File: src/design/lfu_pkg.sv
// ----------------------------------------------------------------------------
// lfu_pkg
// Shared widths, constants and types of the frequency-ranked symbol table.
// ----------------------------------------------------------------------------
package lfu_pkg;

  localparam int SYM_W           = 16;
  localparam int COUNT_W         = 16;
  localparam int CAP_W           = 5;
  localparam int OCC_W           = 5;
  localparam int DEF_MAX_ENTRIES = 16;

  localparam logic [CAP_W-1:0]   CAP_RESET   = CAP_W'(10);
  localparam logic [COUNT_W-1:0] EVICT_LIMIT = COUNT_W'(10000);
  localparam logic [COUNT_W-1:0] COUNT_MAX   = {COUNT_W{1'b1}};

  // Search token handed from cell to cell during a scan.
  typedef struct packed {
    logic               found;
    logic [COUNT_W-1:0] found_count;
    logic               best_ok;
    logic [COUNT_W-1:0] best_count;
    logic [SYM_W-1:0]   best_sym;
  } token_t;

  localparam token_t TOKEN_INIT = '{
    found:       1'b0,
    found_count: '0,
    best_ok:     1'b0,
    best_count:  EVICT_LIMIT,
    best_sym:    '0
  };

  // Per-cell update command, at most one flag set.
  typedef struct packed {
    logic load;
    logic shift;
    logic incr;
  } cell_cmd_t;

endpackage

File: src/design/lfu_recent_symbol_table.sv
// ----------------------------------------------------------------------------
// lfu_recent_symbol_table
// Ordered symbol table with use counts and least-frequently-used eviction.
// ----------------------------------------------------------------------------
// Usage:
//   Raise start with symbol_id and initial_count while busy is low; the request
//   is taken at that edge and busy stays high until the result is out.
//   The table is a row of MAX_ENTRIES cells. A search token walks the row one
//   cell per cycle, picking up the first matching entry and the first entry
//   with the smallest count below 10000; then the update state increments,
//   shifts up and appends in all cells at once.
//   busy stays high while the token walks down the cell row and through the
//   update state, so a new request is not taken while one is under way.
//   done is high for one cycle with hit, evicted, evicted_symbol,
//   symbol_count and occupancy; the receiver cannot stall and must take it.
//   The capacity register is written through cfg_valid/cfg_data, always
//   ready; write it only while the block is idle.
//   Reset empties the table and sets capacity to 10. No clearing pass is
//   needed: only occupied cells are ever looked at.
// ----------------------------------------------------------------------------
module lfu_recent_symbol_table #(
  parameter int MAX_ENTRIES = lfu_pkg::DEF_MAX_ENTRIES
) (
  input  logic                         clk,
  input  logic                         rst,
  input  logic                         start,
  output logic                         busy,
  input  logic [lfu_pkg::SYM_W-1:0]    symbol_id,
  input  logic [lfu_pkg::COUNT_W-1:0]  initial_count,
  input  logic                         cfg_valid,
  output logic                         cfg_ready,
  input  logic [lfu_pkg::CAP_W-1:0]    cfg_data,
  output logic                         done,
  output logic                         hit,
  output logic                         evicted,
  output logic [lfu_pkg::SYM_W-1:0]    evicted_symbol,
  output logic [lfu_pkg::COUNT_W-1:0]  symbol_count,
  output logic [lfu_pkg::OCC_W-1:0]    occupancy
);
  import lfu_pkg::*;

  localparam int IW = $clog2(MAX_ENTRIES);
  localparam int UW = $clog2(MAX_ENTRIES + 1);
  localparam int CW = ((UW > CAP_W) ? UW : CAP_W) + 1;

  typedef enum logic [2:0] {
    ST_IDLE   = 3'b001,
    ST_SCAN   = 3'b010,
    ST_UPDATE = 3'b100
  } state_t;

  state_t             state;
  logic [IW-1:0]      scan_cnt;
  logic [UW-1:0]      used;
  logic [CAP_W-1:0]   capacity;
  logic [SYM_W-1:0]   req_sym;
  logic [COUNT_W-1:0] req_init;

  token_t             tok   [MAX_ENTRIES];
  logic [IW-1:0]      fidx  [MAX_ENTRIES];
  logic [IW-1:0]      bidx  [MAX_ENTRIES];
  logic [SYM_W-1:0]   csym  [MAX_ENTRIES];
  logic [COUNT_W-1:0] ccnt  [MAX_ENTRIES];
  cell_cmd_t          cmd   [MAX_ENTRIES];

  token_t             last;
  logic [IW-1:0]      last_fidx;
  logic [IW-1:0]      last_bidx;
  logic               upd;
  logic               full;
  logic               evict;
  logic               store;
  logic [UW-1:0]      used_mid;
  logic [UW-1:0]      used_next;
  logic [COUNT_W-1:0] hit_count;

  assign busy      = (state != ST_IDLE);
  assign cfg_ready = 1'b1;

  assign last      = tok[MAX_ENTRIES-1];
  assign last_fidx = fidx[MAX_ENTRIES-1];
  assign last_bidx = bidx[MAX_ENTRIES-1];
  assign upd       = (state == ST_UPDATE);

  always_comb begin
    full      = (CW'(used) + CW'(1)) > CW'(capacity);
    evict     = !last.found && full && last.best_ok;
    used_mid  = used - UW'(evict);
    store     = !last.found && (used_mid < UW'(MAX_ENTRIES));
    used_next = used_mid + UW'(store);
    hit_count = (last.found_count == COUNT_MAX) ? COUNT_MAX
                                                : last.found_count + COUNT_W'(1);
  end

  for (genvar i = 0; i < MAX_ENTRIES; i++) begin : g_cell
    token_t             tin;
    logic [IW-1:0]      fin;
    logic [IW-1:0]      bin;
    logic [SYM_W-1:0]   nsym;
    logic [COUNT_W-1:0] ncnt;

    if (i == 0) begin : g_head
      assign tin = TOKEN_INIT;
      assign fin = '0;
      assign bin = '0;
    end else begin : g_body
      assign tin = tok[i-1];
      assign fin = fidx[i-1];
      assign bin = bidx[i-1];
    end

    // the last cell never shifts, its neighbor inputs are idle
    if (i == MAX_ENTRIES - 1) begin : g_tail
      assign nsym = '0;
      assign ncnt = '0;
    end else begin : g_link
      assign nsym = csym[i+1];
      assign ncnt = ccnt[i+1];
    end

    always_comb begin
      cmd[i].incr  = upd && last.found && (last_fidx == IW'(i));
      cmd[i].shift = upd && evict && (last_bidx <= IW'(i)) && (UW'(i + 1) < used);
      cmd[i].load  = upd && store && (used_mid == UW'(i));
    end

    lfu_cell #(
      .IW    (IW),
      .INDEX (i)
    ) u_cell (
      .clk       (clk),
      .occupied  (UW'(i) < used),
      .key       (req_sym),
      .new_count (req_init),
      .tok_in    (tin),
      .fidx_in   (fin),
      .bidx_in   (bin),
      .tok_out   (tok[i]),
      .fidx_out  (fidx[i]),
      .bidx_out  (bidx[i]),
      .cmd       (cmd[i]),
      .nbr_sym   (nsym),
      .nbr_count (ncnt),
      .sym       (csym[i]),
      .count     (ccnt[i])
    );
  end

  // capture request
  always_ff @(posedge clk) begin
    if (start && !busy) begin
      req_sym  <= symbol_id;
      req_init <= initial_count;
    end
  end

  always_ff @(posedge clk) begin
    if (rst) begin
      state    <= ST_IDLE;
      scan_cnt <= '0;
      used     <= '0;
      capacity <= CAP_RESET;
      done     <= 1'b0;
    end else begin
      done <= 1'b0;
      if (cfg_valid && cfg_ready) begin
        capacity <= cfg_data;
      end
      unique case (state)
        ST_IDLE: begin
          if (start) begin
            state    <= ST_SCAN;
            scan_cnt <= '0;
          end
        end
        ST_SCAN: begin
          // hold until the token has left the last cell
          if (scan_cnt == IW'(MAX_ENTRIES - 1)) begin
            state <= ST_UPDATE;
          end else begin
            scan_cnt <= scan_cnt + IW'(1);
          end
        end
        ST_UPDATE: begin
          state <= ST_IDLE;
          used  <= used_next;
          done  <= 1'b1;
        end
        default: state <= ST_IDLE;
      endcase
    end
  end

  always_ff @(posedge clk) begin
    if (upd) begin
      hit            <= last.found;
      evicted        <= evict;
      evicted_symbol <= evict ? last.best_sym : '0;
      symbol_count   <= last.found ? hit_count : req_init;
      occupancy      <= OCC_W'(used_next);
    end
  end

  a_done_after_update: assert property (@(posedge clk) disable iff (rst)
    done |-> $past(state == ST_UPDATE))
    else $error("result strobe without an update cycle");

  a_start_to_scan: assert property (@(posedge clk) disable iff (rst)
    (start && !busy) |=> (state == ST_SCAN))
    else $error("accepted request did not start a scan");

  a_used_bound: assert property (@(posedge clk) disable iff (rst)
    used <= UW'(MAX_ENTRIES))
    else $error("occupancy beyond the cell row");

  a_hit_no_evict: assert property (@(posedge clk) disable iff (rst)
    (done && hit) |-> (!evicted && occupancy == OCC_W'(used)))
    else $error("hit changed the table size");

  a_evict_shrinks: assert property (@(posedge clk) disable iff (rst)
    upd |=> (CW'(used) <= CW'($past(used)) + CW'(1)))
    else $error("table grew by more than one entry");

endmodule

File: src/design/lfu_cell.sv
// ----------------------------------------------------------------------------
// lfu_cell
// One table entry: holds a symbol and its count, folds itself into the search
// token passed along the row, and takes load, shift-up or increment commands.
// ----------------------------------------------------------------------------
module lfu_cell #(
  parameter int IW    = 4,
  parameter int INDEX = 0
) (
  input  logic                         clk,
  input  logic                         occupied,
  input  logic [lfu_pkg::SYM_W-1:0]    key,
  input  logic [lfu_pkg::COUNT_W-1:0]  new_count,
  input  lfu_pkg::token_t              tok_in,
  input  logic [IW-1:0]                fidx_in,
  input  logic [IW-1:0]                bidx_in,
  output lfu_pkg::token_t              tok_out,
  output logic [IW-1:0]                fidx_out,
  output logic [IW-1:0]                bidx_out,
  input  lfu_pkg::cell_cmd_t           cmd,
  input  logic [lfu_pkg::SYM_W-1:0]    nbr_sym,
  input  logic [lfu_pkg::COUNT_W-1:0]  nbr_count,
  output logic [lfu_pkg::SYM_W-1:0]    sym,
  output logic [lfu_pkg::COUNT_W-1:0]  count
);
  import lfu_pkg::*;

  token_t      tok_next;
  logic [IW-1:0] fidx_next;
  logic [IW-1:0] bidx_next;

  always_comb begin
    tok_next  = tok_in;
    fidx_next = fidx_in;
    bidx_next = bidx_in;
    // only the first match in order counts
    if (occupied && !tok_in.found && sym == key) begin
      tok_next.found       = 1'b1;
      tok_next.found_count = count;
      fidx_next            = IW'(INDEX);
    end
    // strict compare keeps the earliest of equal minima
    if (occupied && count < tok_in.best_count) begin
      tok_next.best_ok    = 1'b1;
      tok_next.best_count = count;
      tok_next.best_sym   = sym;
      bidx_next           = IW'(INDEX);
    end
  end

  always_ff @(posedge clk) begin
    tok_out  <= tok_next;
    fidx_out <= fidx_next;
    bidx_out <= bidx_next;
  end

  always_ff @(posedge clk) begin
    priority if (cmd.load) begin
      sym   <= key;
      count <= new_count;
    end else if (cmd.shift) begin
      sym   <= nbr_sym;
      count <= nbr_count;
    end else if (cmd.incr) begin
      if (count != COUNT_MAX) begin
        count <= count + COUNT_W'(1);
      end
    end
  end

endmodule
File: config.mk
export PLATFORM = sky130hd
export DESIGN_NAME = lfu_recent_symbol_table
export DESIGN_NICKNAME = d
export VERILOG_FILES = /design/src/design/lfu_pkg.sv /design/src/design/lfu_recent_symbol_table.sv /design/src/design/lfu_cell.sv
export SDC_FILE = /design/constraint.sdc
export NUM_CORES = 2
export LEC_CHECK = 0
export BUFFER_PORTS_ARGS = -buffer_cell sky130_fd_sc_hd__buf_2
export CAP_MARGIN = 20
export CORE_MARGIN = 10
export CORE_UTILIZATION = 55
export CTS_CLUSTER_SIZE = 30
export DETAILED_ROUTE_END_ITERATION = 8
export PLACE_DENSITY = 0.69
export SETUP_SLACK_MARGIN = 0.1
export SYNTH_ARGS = -nofsm -noshare
export SYNTH_HDL_FRONTEND = slang
export SYNTH_HIERARCHICAL = 1
export SYNTH_SLANG_ARGS = --single-unit
File: constraint.sdc
create_clock -name clk -period 6.73 [get_ports clk]
set_input_delay 1.0095 -clock clk [delete_from_list [all_inputs] [get_ports clk]]
set_output_delay 1.0095 -clock clk [all_outputs]
set_load 0.05 [all_outputs]
==> flow_summary.toml <==
[sta]
skew_ns = 0.03104
final.setup.tns_ns = 0
fmax_mhz = 158.2
slew_violations = 0
worst_pin_slew_ns = 1.221
max_slew_margin_pct = 18.63
setup_viol = 0
rsz0062_at_grt = "yes"
min_period_ns = 6.322
fin_crit_sh_pct = 93.94
hold_viol = 0

[setup_path]
path_cells = "nand3_1, xnor2_1, ha_1, and4_1, nand2_1, a22o_1, o21ai_2, buf_4, inv_1, ha_1, ha_1, nor3b_1, xor2_1, nor2_1, nand4_1, nor2_2, nor2_1, inv_1, o21ai_0"
timing.rr.end = "g_cell[14].u_cell/count[12]$_DFFE_PP_"
reg2reg_from = "used[2]$_SDFFE_PP0P_"
worst-r2r-cell-count = 19
crit_family = "simple AND/OR/NAND/NOR gates"
end_kind = "register"
setup.worst_path.start = "used[2]$_SDFFE_PP0P_"
cp_slowest_stage_delay_ns = 0.79
crit_top_cell = "ha_1"
worst_path_max_delay_cell = "dfxtp_1"
path_buf_inv = 3
critPathLaunchType = "register"
rrSetupSlack_ns = 0.41
critical_path_arrival_ns = 6.81
worstSetupPathType = "reg -> reg"
crit_fanout = 24
critPathRequiredTime_ns = 7.22
path_depth = 19
crit_end = "g_cell[14].u_cell/count[12]$_DFFE_PP_"

[grt]
antenna_found_initial = 1
grt_use_total_pct = 25.06
grt_pass1_vias = 45730
grt_max_degree = 38
grt_pass1_wl_um = 283400
grt_overflow = 0

[logic_synthesis]
syn_inst = 5904
synth_area_per_cell_um2 = 12.13
ys_warn_count = 6
syn-cell-area_um2 = 71590

[floorplanning]
row_count = 132
die_h_um = 380.8
die-area_um2 = 145000
start_util_pct = 55.29
core_area_um2 = 129500
ios = 83
die_w_um = 380.8

[drt]
drt_iter0_drc = 3881
routedWlPerCell_um = 23.48
drc = 0
ant_nets = 0
num_vias = 45830
wirelength_um = 188300
drt_pass1_iterations = 6
viasPerCell = 5.716

[power]
clockPowerShare_pct = 44.2
p_per_area_nw_per_um2 = 246.0
max-vdd-ir-drop_mv = 0.2302
p_switching_w = 0.004251
finalPower_w = 0.01950
power.leakage_nw = 31.09
p_seq_share_pct = 50.8
p_comb_share_pct = 5.0
sw_frac_of_total_pct = 21.80
p_int_w = 0.01524

[clock_tree]
insertion_delay_ns = 0.78
cts_root_buffer = "clkbuf_16"
cts_sinks = 1513
clk_pin_slew_ns = 0.06
cts_buffer_depth = 3
cts_buffers = 157
htree_levels = 4
cts_tree = "done"

[min_path]
hold_class = "reg -> reg"

[cells_and_area]
area_delta_synth_final_pct = 10.70
drive_gt1_share_pct = 25.46
fin_util_pct = 61.21
fillers = 10300
nets = 6457

[run]
max-cap-violations = 0

[placed_design]
portBuffers = 81
place.gp.congestion = 0.8680
dp_hpwl_um = 133200

[status]
status = "complete, no violations"
-- registers in the layout (all words and copies together), names as in the netlist --
name / count
g_cell.u_cell/tok_out: 784
g_cell.u_cell/count: 256
g_cell.u_cell/sym: 256
g_cell.u_cell/bidx_out: 64
g_cell.u_cell/fidx_out: 64
evicted_symbol: 16
req_init: 16
req_sym: 16
symbol_count: 16
capacity: 5
occupancy: 5
used: 5
scan_cnt: 4
state: 3
done: 1
evicted: 1
hit: 1
-- layer usage --
layer	wire length, um	up-vias	GRT usage [%]
met1	76980	22380	31.19
met4	8445	0	10.80
li1	-	21480	-
met5	0	-	0
met3	10140	436	3.334
met2	92710	1542	43.38
-- layout make-up --
| type | count | area (um^2) | area share [%] |
|---|---|---|---|
| diodes | 1 | 2.502 | 0.003158 |
| clock buffers | 240 | 4661 | 5.881 |
| clock inverters | 47 | 449.2 | 0.5668 |
| inverters | 319 | 1216 | 1.535 |
| multi-input cells | 3969 | 33360 | 42.09 |
| flip-flops and latches | 1513 | 36120 | 45.58 |
| well taps | 1742 | 2180 | 2.750 |
| repair buffers | 188 | 1262 | 1.593 |
-- power by group through the flow --
stage	Combinational, W	Clock, W	Sequential [W]
finish	0.000973	0.00861	0.00991
CTS	0.000964	0.00873	0.00991
global route	0.00105	0.00910	0.00993
floorplan	0.000612	0	0.0101
global placement	0.000933	0	0.0101
detailed placement	0.000956	0	0.0101
-- timing repair --
action / 4_1_cts / 5_1_grt
hold buffers: 0 / 0
resized for setup: 0 / 5
hold endpoints to repair: 0 / 0
endpoints found under the setup margin: 0 / 45
setup buffers: 0 / 3
-- cell usage in the layout (no fill, tap or decap), drive strengths merged, types with 6 or more instances in the layout --
| cell | count |
|---|---|
| nor2b | 51 |
| nand4 | 132 |
| nor2 | 208 |
| or2 | 52 |
| nor4 | 52 |
| buf | 188 |
| or3 | 14 |
| inv | 321 |
| mux2i | 67 |
| clkinvlp | 7 |
| o211ai | 6 |
| xor2 | 149 |
| a211oi | 14 |
| o221ai | 16 |
| or4 | 41 |
| a21oi | 168 |
| bufinv | 6 |
| a31oi | 10 |
| clkinv | 32 |
| mux2 | 1045 |
| nor3b | 6 |
| nand2b | 78 |
| nand3 | 181 |
| a2111oi | 16 |
| o22ai | 48 |
| a22oi | 48 |
| a211o | 13 |
| nand2 | 386 |
| dfxtp | 930 |
| and2 | 35 |
| a21o | 31 |
| nand3b | 7 |
| o21ai | 237 |
| edfxtp | 583 |
| clkbuf | 240 |
| ha | 268 |
| xnor2 | 353 |
| and3 | 33 |
| nor3 | 72 |
| conb | 107 |
-- worst min-delay path by stage --
stage | cells after the start | endpoint | from | slack (ns)
2_1_floorplan | 1 | g_cell[10].u_cell/bidx_out[1]$_SDFF_PP1_ | g_cell[9].u_cell/bidx_out[1]$_SDFF_PP0_ | 0.39
3_3_place_gp | 1 | g_cell[1].u_cell/bidx_out[0]$_SDFF_PP1_ | g_cell[0].u_cell/bidx_out[0]$_SDFF_PP0_ | 0.39
3_5_place_dp | 1 | g_cell[14].u_cell/bidx_out[3]$_SDFF_PP1_ | g_cell[13].u_cell/bidx_out[3]$_SDFF_PP1_ | 0.39
4_1_cts | 1 | req_sym[15]$_DFFE_PP_ | symbol_id[15] | 0.36
5_1_grt | 1 | req_sym[15]$_DFFE_PP_ | symbol_id[15] | 0.37
6_report | 1 | g_cell[1].u_cell/tok_out[32]$_SDFF_PP1_ | g_cell[0].u_cell/tok_out[32]$_SDFF_PP1_ | 0.40
-- per-stage QoR --
stage | cell area [um^2] | hold slack (ns) | setup slack [ns] | instances
floorplan | 71980 | 0.3863 | 1.771 | 6009
global placement | 74010 | 0.3906 | 0.5375 | 7723
detailed placement | 74020 | 0.3917 | 0.3391 | 7724
CTS | 79130 | 0.3588 | 0.3451 | 8011
global route | 79250 | 0.3708 | 0.09722 | 8018
finish | 79250 | 0.3992 | 0.4079 | 8019
Note: power is estimated with default switching activity, not from simulation.
